===== src/rtl/dmpi_pkg.sv =====
// Shared widths, types, codes and clamp function for the dual motor PI speed controller.
package dmpi_pkg;

  // Field widths
  localparam int COUNT_WIDTH = 16;
  localparam int GAIN_WIDTH  = 8;
  localparam int REG8_W      = 8;
  localparam int LIM_W       = 10;
  localparam int ISUM_W      = 11;
  localparam int CFG_IDX_W   = 3;
  localparam int CFG_DATA_W  = LIM_W;

  // Derived datapath widths: a clamped target needs ISUM_W bits at least
  localparam int TGT_W  = (COUNT_WIDTH > ISUM_W) ? COUNT_WIDTH : ISUM_W;
  localparam int ERR_W  = TGT_W + 1;
  localparam int PROD_W = ERR_W + GAIN_WIDTH;
  localparam int MAG_W  = PROD_W - 1;
  localparam int CMD_W  = PROD_W + 1;

  // Divider step counter width
  localparam int DIV_CNT_W = $clog2(MAG_W + 1);

  typedef logic signed [COUNT_WIDTH-1:0] count_t;
  typedef logic        [GAIN_WIDTH-1:0]  gain_t;
  typedef logic        [LIM_W-1:0]       lim_t;
  typedef logic signed [ISUM_W-1:0]      isum_t;
  typedef logic signed [ERR_W-1:0]       err_t;
  typedef logic signed [PROD_W-1:0]      prod_t;
  typedef logic        [MAG_W-1:0]       mag_t;
  typedef logic signed [CMD_W-1:0]       cmd_t;

  // Drive action codes
  typedef enum logic [1:0] {
    ACT_BRAKE = 2'd0,
    ACT_FWD   = 2'd1,
    ACT_REV   = 2'd2
  } act_t;

  // Register indexes
  localparam logic [CFG_IDX_W-1:0] REG_PROP_NUM  = 3'd0;
  localparam logic [CFG_IDX_W-1:0] REG_PROP_DEN  = 3'd1;
  localparam logic [CFG_IDX_W-1:0] REG_INTEG_NUM = 3'd2;
  localparam logic [CFG_IDX_W-1:0] REG_INTEG_DEN = 3'd3;
  localparam logic [CFG_IDX_W-1:0] REG_INT_CLIP  = 3'd4;
  localparam logic [CFG_IDX_W-1:0] REG_OUT_LIM   = 3'd5;
  localparam logic [CFG_IDX_W-1:0] REG_SP_LIM    = 3'd6;

  // Register reset values
  localparam logic [REG8_W-1:0] RST_PROP_NUM  = 8'd2;
  localparam logic [REG8_W-1:0] RST_PROP_DEN  = 8'd1;
  localparam logic [REG8_W-1:0] RST_INTEG_NUM = 8'd0;
  localparam logic [REG8_W-1:0] RST_INTEG_DEN = 8'd100;
  localparam lim_t              RST_INT_CLIP  = 10'd60;
  localparam lim_t              RST_OUT_LIM   = 10'd100;
  localparam lim_t              RST_SP_LIM    = 10'd100;

  // Sequencer states
  typedef enum logic [3:0] {
    ST_IDLE,
    ST_ERR,
    ST_MULP,
    ST_DIVP,
    ST_WAITP,
    ST_MULI,
    ST_DIVI,
    ST_WAITI,
    ST_CLIP,
    ST_CMD,
    ST_LIM,
    ST_OUT
  } state_t;

  typedef struct packed {
    gain_t prop_num;
    gain_t prop_den;
    gain_t integ_num;
    gain_t integ_den;
    lim_t  int_clip;
    lim_t  out_lim;
    lim_t  sp_lim;
  } cfg_t;

  typedef struct packed {
    logic  start;
    mag_t  dividend;
    gain_t divisor;
  } div_req_t;

  typedef struct packed {
    logic done;
    mag_t quo;
  } div_rsp_t;

  typedef struct packed {
    act_t l_act;
    lim_t l_duty;
    act_t r_act;
    lim_t r_duty;
  } res_t;

  // Clamp a signed value to plus or minus an unsigned limit
  function automatic cmd_t clamp_sym(input cmd_t v, input lim_t lim);
    cmd_t l;
    cmd_t r;
    l = cmd_t'($signed({1'b0, lim}));
    if (v > l) begin
      r = l;
    end else if (v < -l) begin
      r = -l;
    end else begin
      r = v;
    end
    return r;
  endfunction

endpackage


===== src/rtl/dmpi_div.sv =====
// Restoring serial divider: unsigned magnitude by gain denominator, one quotient bit a cycle.
module dmpi_div (
  input  logic                clk,
  input  logic                rst_n,
  input  dmpi_pkg::div_req_t  req,
  output dmpi_pkg::div_rsp_t  rsp
);

  logic                              busy_r, busy_nxt;
  logic                              done_r, done_nxt;
  logic [dmpi_pkg::DIV_CNT_W-1:0]    cnt_r, cnt_nxt;
  dmpi_pkg::mag_t                    dvd_r, dvd_nxt;
  dmpi_pkg::gain_t                   rem_r, rem_nxt;
  dmpi_pkg::gain_t                   dsr_r, dsr_nxt;

  logic [dmpi_pkg::GAIN_WIDTH:0] trial;
  logic [dmpi_pkg::GAIN_WIDTH:0] diff;
  logic                          ge;

  // Trial subtract of the divisor from the shifted partial remainder
  always_comb begin
    trial = {rem_r, dvd_r[dmpi_pkg::MAG_W-1]};
    diff  = trial - {1'b0, dsr_r};
    ge    = (trial >= {1'b0, dsr_r});
  end

  // Next values: load on start, otherwise shift one quotient bit in
  always_comb begin
    busy_nxt = busy_r;
    cnt_nxt  = cnt_r;
    dvd_nxt  = dvd_r;
    rem_nxt  = rem_r;
    dsr_nxt  = dsr_r;
    done_nxt = busy_r && (cnt_r == dmpi_pkg::DIV_CNT_W'(1));
    if (req.start) begin
      busy_nxt = 1'b1;
      cnt_nxt  = dmpi_pkg::DIV_CNT_W'(dmpi_pkg::MAG_W);
      dvd_nxt  = req.dividend;
      rem_nxt  = '0;
      dsr_nxt  = req.divisor;
    end else if (busy_r) begin
      cnt_nxt  = cnt_r - dmpi_pkg::DIV_CNT_W'(1);
      busy_nxt = (cnt_r != dmpi_pkg::DIV_CNT_W'(1));
      dvd_nxt  = {dvd_r[dmpi_pkg::MAG_W-2:0], ge};
      rem_nxt  = ge ? diff[dmpi_pkg::GAIN_WIDTH-1:0] : trial[dmpi_pkg::GAIN_WIDTH-1:0];
    end
  end

  // Control registers
  always_ff @(posedge clk) begin
    if (!rst_n) begin
      busy_r <= 1'b0;
      done_r <= 1'b0;
      cnt_r  <= '0;
    end else begin
      busy_r <= busy_nxt;
      done_r <= done_nxt;
      cnt_r  <= cnt_nxt;
    end
  end

  // Operand registers
  always_ff @(posedge clk) begin
    dvd_r <= dvd_nxt;
    rem_r <= rem_nxt;
    dsr_r <= dsr_nxt;
  end

  assign rsp.done = done_r;
  assign rsp.quo  = dvd_r;

endmodule


===== src/rtl/dmpi_seq.sv =====
// Sequencer and shared datapath: error, multiply, divide, integrate and clamp for each motor.
module dmpi_seq (
  input  logic                clk,
  input  logic                rst_n,
  input  logic                in_valid,
  output logic                in_ready,
  input  dmpi_pkg::count_t    left_target,
  input  dmpi_pkg::count_t    right_target,
  input  dmpi_pkg::count_t    left_pulses,
  input  dmpi_pkg::count_t    right_pulses,
  input  dmpi_pkg::cfg_t      cfg,
  output dmpi_pkg::div_req_t  div_req,
  input  dmpi_pkg::div_rsp_t  div_rsp,
  input  logic                out_free,
  output logic                res_valid,
  output dmpi_pkg::res_t      res
);

  dmpi_pkg::state_t  state_r, state_nxt;
  logic              m_r, m_nxt;
  dmpi_pkg::count_t  tgt_r [2];
  dmpi_pkg::count_t  tgt_nxt [2];
  dmpi_pkg::count_t  cnt_r [2];
  dmpi_pkg::count_t  cnt_nxt [2];
  dmpi_pkg::isum_t   isum_r [2];
  dmpi_pkg::isum_t   isum_nxt [2];
  dmpi_pkg::err_t    err_r, err_nxt;
  dmpi_pkg::prod_t   prod_r, prod_nxt;
  logic              neg_r, neg_nxt;
  dmpi_pkg::prod_t   prop_r, prop_nxt;
  dmpi_pkg::cmd_t    acc_r, acc_nxt;
  dmpi_pkg::cmd_t    cmd_r, cmd_nxt;
  dmpi_pkg::res_t    res_r, res_nxt;

  dmpi_pkg::cmd_t    tgt_clamp;
  dmpi_pkg::prod_t   mul_a, mul_b;
  dmpi_pkg::prod_t   quo_u, quo_s;
  dmpi_pkg::prod_t   prod_abs;
  dmpi_pkg::gain_t   den_sel;
  dmpi_pkg::cmd_t    cmd_lim, cmd_abs;
  dmpi_pkg::act_t    act_sel;
  dmpi_pkg::lim_t    duty_sel;

  // Next state
  always_comb begin
    state_nxt = state_r;
    case (state_r)
      dmpi_pkg::ST_IDLE:  if (in_valid) state_nxt = dmpi_pkg::ST_ERR;
      dmpi_pkg::ST_ERR:   state_nxt = dmpi_pkg::ST_MULP;
      dmpi_pkg::ST_MULP:  state_nxt = dmpi_pkg::ST_DIVP;
      dmpi_pkg::ST_DIVP:  state_nxt = dmpi_pkg::ST_WAITP;
      dmpi_pkg::ST_WAITP: if (div_rsp.done) state_nxt = dmpi_pkg::ST_MULI;
      dmpi_pkg::ST_MULI:  state_nxt = dmpi_pkg::ST_DIVI;
      dmpi_pkg::ST_DIVI:  state_nxt = dmpi_pkg::ST_WAITI;
      dmpi_pkg::ST_WAITI: if (div_rsp.done) state_nxt = dmpi_pkg::ST_CLIP;
      dmpi_pkg::ST_CLIP:  state_nxt = dmpi_pkg::ST_CMD;
      dmpi_pkg::ST_CMD:   state_nxt = dmpi_pkg::ST_LIM;
      dmpi_pkg::ST_LIM:   state_nxt = m_r ? dmpi_pkg::ST_OUT : dmpi_pkg::ST_ERR;
      dmpi_pkg::ST_OUT:   if (out_free) state_nxt = dmpi_pkg::ST_IDLE;
      default:            state_nxt = dmpi_pkg::ST_IDLE;
    endcase
  end

  // Control outputs
  always_comb begin
    in_ready  = (state_r == dmpi_pkg::ST_IDLE);
    res_valid = (state_r == dmpi_pkg::ST_OUT) && out_free;
  end

  // Shared arithmetic: setpoint clamp, one multiplier, divider request, signed quotient, output clamp
  always_comb begin
    tgt_clamp = dmpi_pkg::clamp_sym(dmpi_pkg::cmd_t'(tgt_r[m_r]), cfg.sp_lim);
    mul_a = dmpi_pkg::prod_t'($signed({1'b0,
              (state_r == dmpi_pkg::ST_MULI) ? cfg.integ_num : cfg.prop_num}));
    mul_b = dmpi_pkg::prod_t'(err_r);
    prod_abs = prod_r[dmpi_pkg::PROD_W-1] ? -prod_r : prod_r;
    den_sel  = (state_r == dmpi_pkg::ST_DIVI) ? cfg.integ_den : cfg.prop_den;
    div_req.start    = (state_r == dmpi_pkg::ST_DIVP) || (state_r == dmpi_pkg::ST_DIVI);
    div_req.dividend = dmpi_pkg::mag_t'(prod_abs);
    // A zero denominator acts as one
    div_req.divisor  = (den_sel == '0) ? dmpi_pkg::gain_t'(1) : den_sel;
    quo_u = dmpi_pkg::prod_t'({1'b0, div_rsp.quo});
    quo_s = neg_r ? -quo_u : quo_u;
    cmd_lim = dmpi_pkg::clamp_sym(cmd_r, cfg.out_lim);
    cmd_abs = (cmd_lim < 0) ? -cmd_lim : cmd_lim;
    duty_sel = dmpi_pkg::lim_t'(cmd_abs);
    if (cmd_lim == '0) begin
      act_sel = dmpi_pkg::ACT_BRAKE;
    end else if (cmd_lim > 0) begin
      act_sel = dmpi_pkg::ACT_FWD;
    end else begin
      act_sel = dmpi_pkg::ACT_REV;
    end
  end

  // Datapath next values, one step per state
  always_comb begin
    m_nxt    = m_r;
    tgt_nxt  = tgt_r;
    cnt_nxt  = cnt_r;
    isum_nxt = isum_r;
    err_nxt  = err_r;
    prod_nxt = prod_r;
    neg_nxt  = neg_r;
    prop_nxt = prop_r;
    acc_nxt  = acc_r;
    cmd_nxt  = cmd_r;
    res_nxt  = res_r;
    case (state_r)
      dmpi_pkg::ST_IDLE: begin
        if (in_valid) begin
          m_nxt      = 1'b0;
          tgt_nxt[0] = left_target;
          tgt_nxt[1] = right_target;
          cnt_nxt[0] = left_pulses;
          cnt_nxt[1] = right_pulses;
        end
      end
      dmpi_pkg::ST_ERR: begin
        err_nxt = dmpi_pkg::err_t'(tgt_clamp) - dmpi_pkg::err_t'(cnt_r[m_r]);
      end
      dmpi_pkg::ST_MULP, dmpi_pkg::ST_MULI: begin
        prod_nxt = mul_a * mul_b;
      end
      dmpi_pkg::ST_DIVP, dmpi_pkg::ST_DIVI: begin
        neg_nxt = prod_r[dmpi_pkg::PROD_W-1];
      end
      dmpi_pkg::ST_WAITP: begin
        if (div_rsp.done) prop_nxt = quo_s;
      end
      dmpi_pkg::ST_WAITI: begin
        if (div_rsp.done) begin
          acc_nxt = dmpi_pkg::cmd_t'(isum_r[m_r]) + dmpi_pkg::cmd_t'(quo_s);
        end
      end
      dmpi_pkg::ST_CLIP: begin
        isum_nxt[m_r] = dmpi_pkg::isum_t'(dmpi_pkg::clamp_sym(acc_r, cfg.int_clip));
      end
      dmpi_pkg::ST_CMD: begin
        cmd_nxt = dmpi_pkg::cmd_t'(prop_r) + dmpi_pkg::cmd_t'(isum_r[m_r]);
      end
      dmpi_pkg::ST_LIM: begin
        m_nxt = ~m_r;
        if (m_r) begin
          res_nxt.r_act  = act_sel;
          res_nxt.r_duty = duty_sel;
        end else begin
          res_nxt.l_act  = act_sel;
          res_nxt.l_duty = duty_sel;
        end
      end
      default: begin
      end
    endcase
  end

  // Control state and integral sums
  always_ff @(posedge clk) begin
    if (!rst_n) begin
      state_r   <= dmpi_pkg::ST_IDLE;
      m_r       <= 1'b0;
      isum_r[0] <= '0;
      isum_r[1] <= '0;
    end else begin
      state_r <= state_nxt;
      m_r     <= m_nxt;
      isum_r  <= isum_nxt;
    end
  end

  // Payload registers
  always_ff @(posedge clk) begin
    tgt_r  <= tgt_nxt;
    cnt_r  <= cnt_nxt;
    err_r  <= err_nxt;
    prod_r <= prod_nxt;
    neg_r  <= neg_nxt;
    prop_r <= prop_nxt;
    acc_r  <= acc_nxt;
    cmd_r  <= cmd_nxt;
    res_r  <= res_nxt;
  end

  assign res = res_r;

endmodule


===== src/rtl/dual_motor_pi_speed_controller.sv =====
// Top level of the dual motor PI speed controller: registers, sequencer, divider, output stage.
//
//   channel  direction  handshake                  payload
//   in_      input      in_valid / in_ready        left/right target, left/right pulses
//   out_     output     out_valid / out_ready      left/right action, left/right duty
//   cfg_     input      cfg_wr_en                  cfg_index, cfg_wdata
//
// From acceptance to the result entering the output register, a transaction runs four
// divisions (two per motor) through the shared restoring divider, which makes one
// quotient bit a cycle.
// in_ready is high only while the sequencer is idle; a waiting result in the output register
// does not block acceptance of the next transaction. Reset is synchronous and active low and
// clears the registers to their reset values and both integral sums to zero.
module dual_motor_pi_speed_controller (
  input  logic                                 clk,
  input  logic                                 rst_n,
  input  logic                                 in_valid,
  output logic                                 in_ready,
  input  logic signed [dmpi_pkg::COUNT_WIDTH-1:0] in_left_target,
  input  logic signed [dmpi_pkg::COUNT_WIDTH-1:0] in_right_target,
  input  logic signed [dmpi_pkg::COUNT_WIDTH-1:0] in_left_pulses,
  input  logic signed [dmpi_pkg::COUNT_WIDTH-1:0] in_right_pulses,
  output logic                                 out_valid,
  input  logic                                 out_ready,
  output logic [1:0]                           out_left_action,
  output logic [dmpi_pkg::LIM_W-1:0]           out_left_duty,
  output logic [1:0]                           out_right_action,
  output logic [dmpi_pkg::LIM_W-1:0]           out_right_duty,
  input  logic                                 cfg_wr_en,
  input  logic [dmpi_pkg::CFG_IDX_W-1:0]       cfg_index,
  input  logic [dmpi_pkg::CFG_DATA_W-1:0]      cfg_wdata
);

  dmpi_pkg::cfg_t     cfg_r, cfg_nxt;
  logic               out_valid_r, out_valid_nxt;
  dmpi_pkg::res_t     out_r, out_nxt;
  dmpi_pkg::div_req_t div_req;
  dmpi_pkg::div_rsp_t div_rsp;
  dmpi_pkg::res_t     seq_res;
  logic               seq_res_valid;
  logic               out_free;

  // Register writes; indexes past the list are dropped
  always_comb begin
    cfg_nxt = cfg_r;
    if (cfg_wr_en) begin
      case (cfg_index)
        dmpi_pkg::REG_PROP_NUM:
          cfg_nxt.prop_num  = dmpi_pkg::gain_t'(cfg_wdata[dmpi_pkg::REG8_W-1:0]);
        dmpi_pkg::REG_PROP_DEN:
          cfg_nxt.prop_den  = dmpi_pkg::gain_t'(cfg_wdata[dmpi_pkg::REG8_W-1:0]);
        dmpi_pkg::REG_INTEG_NUM:
          cfg_nxt.integ_num = dmpi_pkg::gain_t'(cfg_wdata[dmpi_pkg::REG8_W-1:0]);
        dmpi_pkg::REG_INTEG_DEN:
          cfg_nxt.integ_den = dmpi_pkg::gain_t'(cfg_wdata[dmpi_pkg::REG8_W-1:0]);
        dmpi_pkg::REG_INT_CLIP: cfg_nxt.int_clip = cfg_wdata;
        dmpi_pkg::REG_OUT_LIM:  cfg_nxt.out_lim  = cfg_wdata;
        dmpi_pkg::REG_SP_LIM:   cfg_nxt.sp_lim   = cfg_wdata;
        default: begin
        end
      endcase
    end
  end

  always_ff @(posedge clk) begin
    if (!rst_n) begin
      cfg_r.prop_num  <= dmpi_pkg::gain_t'(dmpi_pkg::RST_PROP_NUM);
      cfg_r.prop_den  <= dmpi_pkg::gain_t'(dmpi_pkg::RST_PROP_DEN);
      cfg_r.integ_num <= dmpi_pkg::gain_t'(dmpi_pkg::RST_INTEG_NUM);
      cfg_r.integ_den <= dmpi_pkg::gain_t'(dmpi_pkg::RST_INTEG_DEN);
      cfg_r.int_clip  <= dmpi_pkg::RST_INT_CLIP;
      cfg_r.out_lim   <= dmpi_pkg::RST_OUT_LIM;
      cfg_r.sp_lim    <= dmpi_pkg::RST_SP_LIM;
    end else begin
      cfg_r <= cfg_nxt;
    end
  end

  dmpi_seq u_seq (
    .clk          (clk),
    .rst_n        (rst_n),
    .in_valid     (in_valid),
    .in_ready     (in_ready),
    .left_target  (in_left_target),
    .right_target (in_right_target),
    .left_pulses  (in_left_pulses),
    .right_pulses (in_right_pulses),
    .cfg          (cfg_r),
    .div_req      (div_req),
    .div_rsp      (div_rsp),
    .out_free     (out_free),
    .res_valid    (seq_res_valid),
    .res          (seq_res)
  );

  dmpi_div u_div (
    .clk   (clk),
    .rst_n (rst_n),
    .req   (div_req),
    .rsp   (div_rsp)
  );

  // Output register: load a finished result, hold it until taken
  always_comb begin
    out_free      = !out_valid_r || out_ready;
    out_valid_nxt = out_valid_r;
    out_nxt       = out_r;
    if (seq_res_valid) begin
      out_valid_nxt = 1'b1;
      out_nxt       = seq_res;
    end else if (out_ready) begin
      out_valid_nxt = 1'b0;
    end
  end

  always_ff @(posedge clk) begin
    if (!rst_n) begin
      out_valid_r <= 1'b0;
    end else begin
      out_valid_r <= out_valid_nxt;
    end
  end

  always_ff @(posedge clk) begin
    out_r <= out_nxt;
  end

  assign out_valid        = out_valid_r;
  assign out_left_action  = out_r.l_act;
  assign out_left_duty    = out_r.l_duty;
  assign out_right_action = out_r.r_act;
  assign out_right_duty   = out_r.r_duty;

`ifndef SYNTHESIS
  // An accepted transaction occupies the sequencer on the next cycle
  a_busy_after_accept: assert property (@(posedge clk) disable iff (!rst_n)
    (in_valid && in_ready) |=> !in_ready)
    else $error("in_ready still high after acceptance");

  // Brake exactly when the left duty is zero
  a_left_brake: assert property (@(posedge clk) disable iff (!rst_n)
    out_valid |-> ((out_left_action == dmpi_pkg::ACT_BRAKE) == (out_left_duty == '0)))
    else $error("left action and duty disagree");

  // Brake exactly when the right duty is zero
  a_right_brake: assert property (@(posedge clk) disable iff (!rst_n)
    out_valid |-> ((out_right_action == dmpi_pkg::ACT_BRAKE) == (out_right_duty == '0)))
    else $error("right action and duty disagree");

  // Duty never exceeds the command limit
  a_duty_limit: assert property (@(posedge clk) disable iff (!rst_n)
    out_valid |-> ((out_left_duty <= cfg_r.out_lim) && (out_right_duty <= cfg_r.out_lim)))
    else $error("duty above output limit");
`endif

endmodule

===== config.mk =====
export PLATFORM = sky130hd
export DESIGN_NAME = dual_motor_pi_speed_controller
export DESIGN_NICKNAME = d
export VERILOG_FILES = /design/src/rtl/dmpi_pkg.sv /design/src/rtl/dmpi_div.sv /design/src/rtl/dmpi_seq.sv /design/src/rtl/dual_motor_pi_speed_controller.sv
export SDC_FILE = /design/constraint.sdc
export NUM_CORES = 1
export LEC_CHECK = 0
export ABC_AREA = 1
export BUFFER_PORTS_ARGS = -buffer_cell sky130_fd_sc_hd__buf_4
export CAP_MARGIN = 15
export CORE_MARGIN = 2
export CORE_UTILIZATION = 55
export CTS_CLUSTER_DIAMETER = 80
export DETAILED_ROUTE_END_ITERATION = 12
export PLACE_DENSITY = 0.7
export SYNTH_ARGS = -nofsm -noshare
export SYNTH_HDL_FRONTEND = slang
export SYNTH_HIERARCHICAL = 1
export SYNTH_SLANG_ARGS = --single-unit

===== constraint.sdc =====
create_clock -name clk -period 8.7 [get_ports clk]
set_input_delay 0.87 -clock clk [delete_from_list [all_inputs] [get_ports clk]]
set_output_delay 0.87 -clock clk [all_outputs]
set_load 0.01 [all_outputs]

# Word-level counts from Yosys, hierarchy flattened
# Index checks and enable logic that the tools add are counted.
[classes] n_addsub=11 multipliers=1 n_div=0 n_lt_le_gt_ge=11 n_eq_ne=23 shift=0 n_mux=43 n_bitwise=3 reduce_logical=30
[op_table] operator="2-to-1 mux 16 bit" count=6
[op_table] operator="negator 10 -> 26 bit" count=3
[op_table] operator="2-to-1 mux 11 bit" count=7
[op_table] operator="2-to-1 mux 24 bit" count=3
[op_table] operator="greater-than comparator 26 x 11 -> 1 bit" count=2
[op_table] operator="< comparator 26 bit" count=2
[op_table] operator="2-to-1 mux 26 bit" count=2
[op_table] operator="one-hot mux 4 bit (12 select lines)" count=1
[op_table] operator="2-to-1 mux 17 bit" count=2
[op_table] operator="adder 11 x 25 -> 26 bit" count=1
[op_table] operator="adder 25 x 11 -> 26 bit" count=1
[op_table] operator="greater-than comparator 26 x 1 -> 1 bit, second input constant" count=1
[op_table] operator="logical NOT 26 bit" count=1
[op_table] operator="< comparator 16 x 26 -> 1 bit" count=1
[op_table] operator="< comparator 26 x 1 -> 1 bit, second input constant" count=1
[op_table] operator="AND reduction 2 bit" count=13
[op_table] operator="multiplier 9 x 17 -> 25 bit" count=1
[op_table] operator="2-to-1 mux 25 bit" count=1
[op_table] operator="negator 24 -> 25 bit" count=1
[op_table] operator="2-to-1 mux 8 bit" count=3
[op_table] operator="negator 24 bit" count=1
[op_table] operator="bitwise mux 22 bit" count=1
[op_table] operator="2-to-1 mux 4 bit" count=5
[op_table] operator="subtractor 17 x 16 -> 17 bit" count=1
[op_table] operator="35 further kinds" count=61
[word_totals] regBits=369 latchBits=0 ram_bits=0 mem_bits_ro=0 wordCells=159 mem_count=0

# Depth between registers and ports, before layout
[depth] word_depth=8 ltp_mapped=38

# Modules after synthesis
# Netlist, hierarchy kept.
[modules_own_cells] module="dmpi_seq" n_inst=1 cells_per_inst=2530 area_each_um2=21300.4 seq_area_each_um2=6786.5
[modules_own_cells] module="dual_motor_pi_speed_controller" n_inst=1 cells_per_inst=378 area_each_um2=3259.4 seq_area_each_um2=1981.9
[modules_own_cells] module="dmpi_div" n_inst=1 cells_per_inst=280 area_each_um2=2399.8 seq_area_each_um2=1261.2

# Least setup slack after synthesis
# No wires, ideal clock.
[synth_path] path_type="flip-flop to flip-flop" start="reg u_seq.state_r[2]" end="reg u_seq.prod_r[22], data pin" setup_time_ps=265 arrival_ps=5550 required_time_ps=8435 setup_slack_ps=2885 stages_incl_launch_ff=27 n_path_buf=1 synth_period_minus_slack_ps=5815 cell_sequence="dfxtp_1 -> inv_1 -> nor2_1 -> inv_1 -> nor2_1 -> or2_2 -> o21ai_0 -> inv_1 -> clkbuf_1 -> nand2_1 -> fa_1 -> inv_1 -> fa_1 -> inv_1 -> fa_1 -> fa_1 -> inv_1 -> ha_1 -> nand2_1 -> nand2_1 -> a31oi_1 -> o221ai_1 -> a21boi_0 -> o21ai_0 -> a21oi_1 -> o21ai_0 -> xor2_1"
[synth_via] elab_chain_len=3
[synth_rtl] element="start: declaration" line="dmpi_seq.sv:19" rtl="dmpi_pkg::state_t state_r, state_nxt;"
[synth_rtl] element="start signal: assignment" line="dmpi_seq.sv:160" rtl="state_r <= dmpi_pkg::ST_IDLE;"
[synth_rtl] element="start signal: assignment" line="dmpi_seq.sv:165" rtl="state_r <= state_nxt;"
[synth_rtl] element="equality test 4 x 3 -> 1 bit" line="dmpi_seq.sv:74" rtl="(state_r == dmpi_pkg::ST_MULI) ? cfg.integ_num : cfg.prop_num}));"
[synth_rtl] element="2-to-1 mux 8 bit" line="dmpi_seq.sv:74"
[synth_rtl] element="multiplier 9 x 17 -> 25 bit" line="dmpi_seq.sv:123" rtl="prod_nxt = mul_a * mul_b;"
[synth_rtl] element="end signal: assignment" line="dmpi_seq.sv:176" rtl="prod_r <= prod_nxt;"
[synth_rtl] element="end: declaration" line="dmpi_seq.sv:28" rtl="dmpi_pkg::prod_t prod_r, prod_nxt;"
# Every way passes these cells.
# A chain may end at the register's enable or synchronous reset.

# Worst setup path after layout
# Ends and elaborated chain as after synthesis.

==> out/results.txt <==
The flow ran to the end, and the final reports show no timing, DRC or antenna violations. The number of hold buffers added after CTS was 0. The aggregate negative setup slack is 0 ns. STA classifies the critical path startpoint as a flip-flop. The buffer cell driving the clock tree root is clkbuf_16. Once detail routing completed, the nets flagged for antenna violations numbered 0.

The average wire per standard cell was 15.9 um. The clock network latency to the later pin of the worst-skew pair was 0.58 ns; the power per standard cell area was 208 nW/um^2. The worst-margin pin slew is 1.01 ns, and the maximum clock path buffer count is 3.

The share of the clock period used by the worst path is 79.4%. Once layout is complete, the utilization of the core stands at 61.0%. In this run the vertical extent of the chip is 225 um. The via count of the routed design came out at 21.4k. The final estimated routing congestion in global placement is 0.903.

The startpoint identified for the worst hold timing path is u_seq/res[10]. The Yosys step of the flow raised 6 warnings. The number of design-rule violations left by the first detailed-router iteration is 1379, and the HPWL after detailed placement is 50000 um. The peak supply drop was 0.160 mV; the total of flip-flops plus latches after synthesis was 369.

Reg-to-reg critical path startpoint: u_seq/state_r[2]. Required time of the critical path: 9.00 ns. The arrival time of data at the critical path endpoint is 7.21 ns, and the logic depth of the worst register-to-register path is 25. The area growth from synthesis to layout is 10.0%, and the first-pass GRT wire length is 104000 um. The critical path contains buffers and inverters numbering 7 combined. The run gives 0.419 ns as the post-route worst hold slack. The worst min-delay path class is flip-flop to flip-flop. The shortest period the worst path allows was 6.91 ns; the number of post-CTS setup repair buffers was 0. The run gives 0 as the number of max-slew violations in the final report. Setup repair after global routing left no endpoint under its margin. In the synthesized netlist the async set-or-reset flop fraction comes to 0%.

Max-cap violations in this run came to 0. In the global route stage, overall resource usage came out at 25.5%. The final total power is 6180 uW, and the via-per-instance ratio is 5.41. Dividing the synthesized area by the synthesized cell count gives 8.46 sq um. The tools report the sequential area share after synthesis as 37.2%. The cell accounting for the most synthesized area is edfxtp_1. The start point of the critical path is u_seq/state_r[2]. The routed design has 62900 um of wire. In this run the core area contains 81 standard-cell rows. The clock sink count was 369. Endpoint class of the critical path: a flip-flop.

The tools report the number of distinct library cells after synthesis as 58. The register clock-pin slew on the reported worst setup and hold paths works out to 0.06 ns. In this run the worst path has a maximum fanout of 14.

The H-tree depth reported by CTS was 2; the pin count of the biggest net entering global routing was 83. The final layout contains 3722 nets. Worst stage delay on the critical path: 0.56 ns.

The number of buffers inserted by port buffering was 107. The count of unresolved DRC violations after routing is 0, and the total stage count of the critical path is 25. Die width: 225 um. By instance count, the cell type seen most on the critical path is inv_1.

The run gives 48600 sq um as the total core area. The portion of synthesized cell area occupied by the leading cell type is 29.4%, and the total leakage power is 0.0140 uW. After synthesis, the cell types taking the most area are edfxtp_1 29%, ha_1 11%, nand2_1 9.3%. In this run the count of I/O pins placed on the die edge is 108. For this configuration, the core starts out at a cell density of 55.4%.

The fraction of layout instances using a drive strength above 1 was 8.66%; the full die area was 50800 sq um. The critical-path cell with the highest stage delay is fa_1. The setup path with the least slack is of type flip-flop to flip-flop. TritonCTS built the clock tree.

The clock skew after layout is 0.0183 ns, and the global route total overflow is 0. The run gives 0.145 GHz as the maximum operating frequency. The synthesized design contains 264 enable-type register cells. The post-CTS resize count was 0; the net count of the mapped netlist was 3615. The dominant register cell in the synthesized netlist is edfxtp_1.

The number of antenna diodes in the final layout is 0. For the via count of the first global-routing pass, the log shows 21.6k. The mapped netlist covers 27000 sq um. For the final-report setup violation count, the log shows 0. The number of buffers added by the clock tree synthesis step was 40; the cell count after synthesis was 3188. Worst slew margin relative to its limit: 32.2%. Hold-critical path depth: 0. The first-pass iteration count of the detailed router was 6. The number of antenna violations at the first check in global routing was 0. In this design, the largest share of critical-path delay is due to adder cells. The final count of hold timing violations is 0.
==> worst register-to-register path: stages, from the launching register on <==
cell and delay [ns]:
dfxtp_1 0.35, inv_1 0.07, nor2_1 0.13, inv_1 0.10, nor2_1 0.52, inv_1 0.31, o21ai_0 0.45, inv_1 0.34
nand2_1 0.16, fa_1 0.42, inv_1 0.09, fa_1 0.41, inv_1 0.09, fa_1 0.44, fa_1 0.56, inv_1 0.04
ha_1 0.34, nand2_1 0.10, nand2_1 0.05, a31oi_1 0.29, o221ai_1 0.22, a21boi_0 0.40, o21ai_0 0.22, a21oi_1 0.27
o21ai_0 0.14, xor2_1 0.16
==> layer usage <==
metal | vias up | wire [um] | part of all wire, % | GRT usage [%]
met5 | - | 0 | 0 | 0
met2 | 516 | 32200 | 51 | 46.9
li1 | 10645 | - | - | -
met4 | 0 | 2200 | 3.5 | 9.23
met1 | 10063 | 25600 | 41 | 30.3
met3 | 137 | 2860 | 4.6 | 3.44
==> final cells by class <==
cell class                 count  area [sq um]
fill                        4247         19000
multi-input combinational   2268         14800
sequential                   369         10000
inverter                     491          1840
clock buffer                  52          1080
timing repair buffer         125           946
tap                          622           778
clock inverter                21           199
==> final timing paths <==
kind                               to  slack, ns
setup / recovery     u_seq/prod_r[22]       1.79
hold reg to reg   out_right_action[0]       0.42
hold / removal    out_right_action[0]       0.42
setup reg to reg     u_seq/prod_r[22]       1.79
==> report_power, final <==
part	internal (uW)	switching, uW
logic	782	1360
registers	2220	156
clock network	944	717
==> cell families (layout without fill, tap and decap cells) <==
| logic type | count (synthesis) | in the layout | share of synthesized area [%] |
|---|---|---|---|
| AOI/OAI and AO/OA | 382 | 382 | 8.22 |
| DFF | 369 | 369 | 37.2 |
| and+or+nand+nor | 1368 | 1368 | 21.8 |
| buffers and inverters | 551 | 689 | 7.96 |
| muxes | 22 | 22 | 0.821 |
| adders and majority gates | 345 | 345 | 19.1 |
| xor gates and xnor gates | 151 | 151 | 4.91 |
==> stage by stage <==
| stage | setup WS (ns) | instances | cell area (sq um) |
|---|---|---|---|
| after floorplan | 2.88 | 3188 | 27000 |
| after global placement | 1.79 | 3871 | 28400 |
| after detailed placement | 1.57 | 3871 | 28400 |
| after CTS | 1.56 | 3944 | 29600 |
| after global routing | 1.24 | 3948 | 29700 |
| final | 1.79 | 3948 | 29700 |
==> Yosys cell counts, drive strengths merged, types with 3 or more instances <==
library cell    n
xor2          101
o21ai         106
a31oi          10
o2111ai         6
nand2         694
clkinv          4
nor2          380
nand3         172
o221ai          3
mux2i          21
o21a           19
nor4           21
a211oi         13
inv           487
dfxtp         105
nand4          28
fa            110
or2            20
a21o            9
o31ai           6
clkbuf         28
buf            32
nand3b          9
o211ai         20
nor3           40
a21boi          7
xnor2          50
ha            235
a21oi         168
edfxtp        264
o21bai          8
==> cells in the final DEF, fill, tap and decap left out, types with 13 or more instances in the layout <==
cell type / count
dfxtp_1: 104
a211oi_1: 13
edfxtp_1: 264
inv_1: 469
nand2_1: 671
nor2_1: 355
o21a_1: 19
o211ai_1: 20
buf_4: 124
inv_2: 18
ha_1: 235
xor2_1: 101
nand4_1: 28
nor2_2: 15
nand3_1: 163
fa_1: 110
nor4_1: 21
a21oi_1: 167
o21ai_1: 20
o21ai_0: 82
or2_2: 14
xnor2_1: 50
mux2i_1: 21
nor3_1: 35
clkbuf_16: 40
nand2_2: 18
==> state kept, by name, indices dropped and copies added (netlist names), 5 cells and up <==
name	count
u_seq/prop_r	25
u_div/dvd_r	24
out_left_duty	10
u_seq/acc_r	26
u_seq/tgt_r	32
u_div/cnt_r	5
u_seq/cmd_r	26
u_seq/err_r	17
out_right_duty	10
u_seq/res	24
u_seq/cnt_r	32
u_seq/prod_r	25
u_div/dsr_r	8
cfg_r	62
u_seq/isum_r	22
u_div/rem_r	8
(Power assumes the default switching activity.)
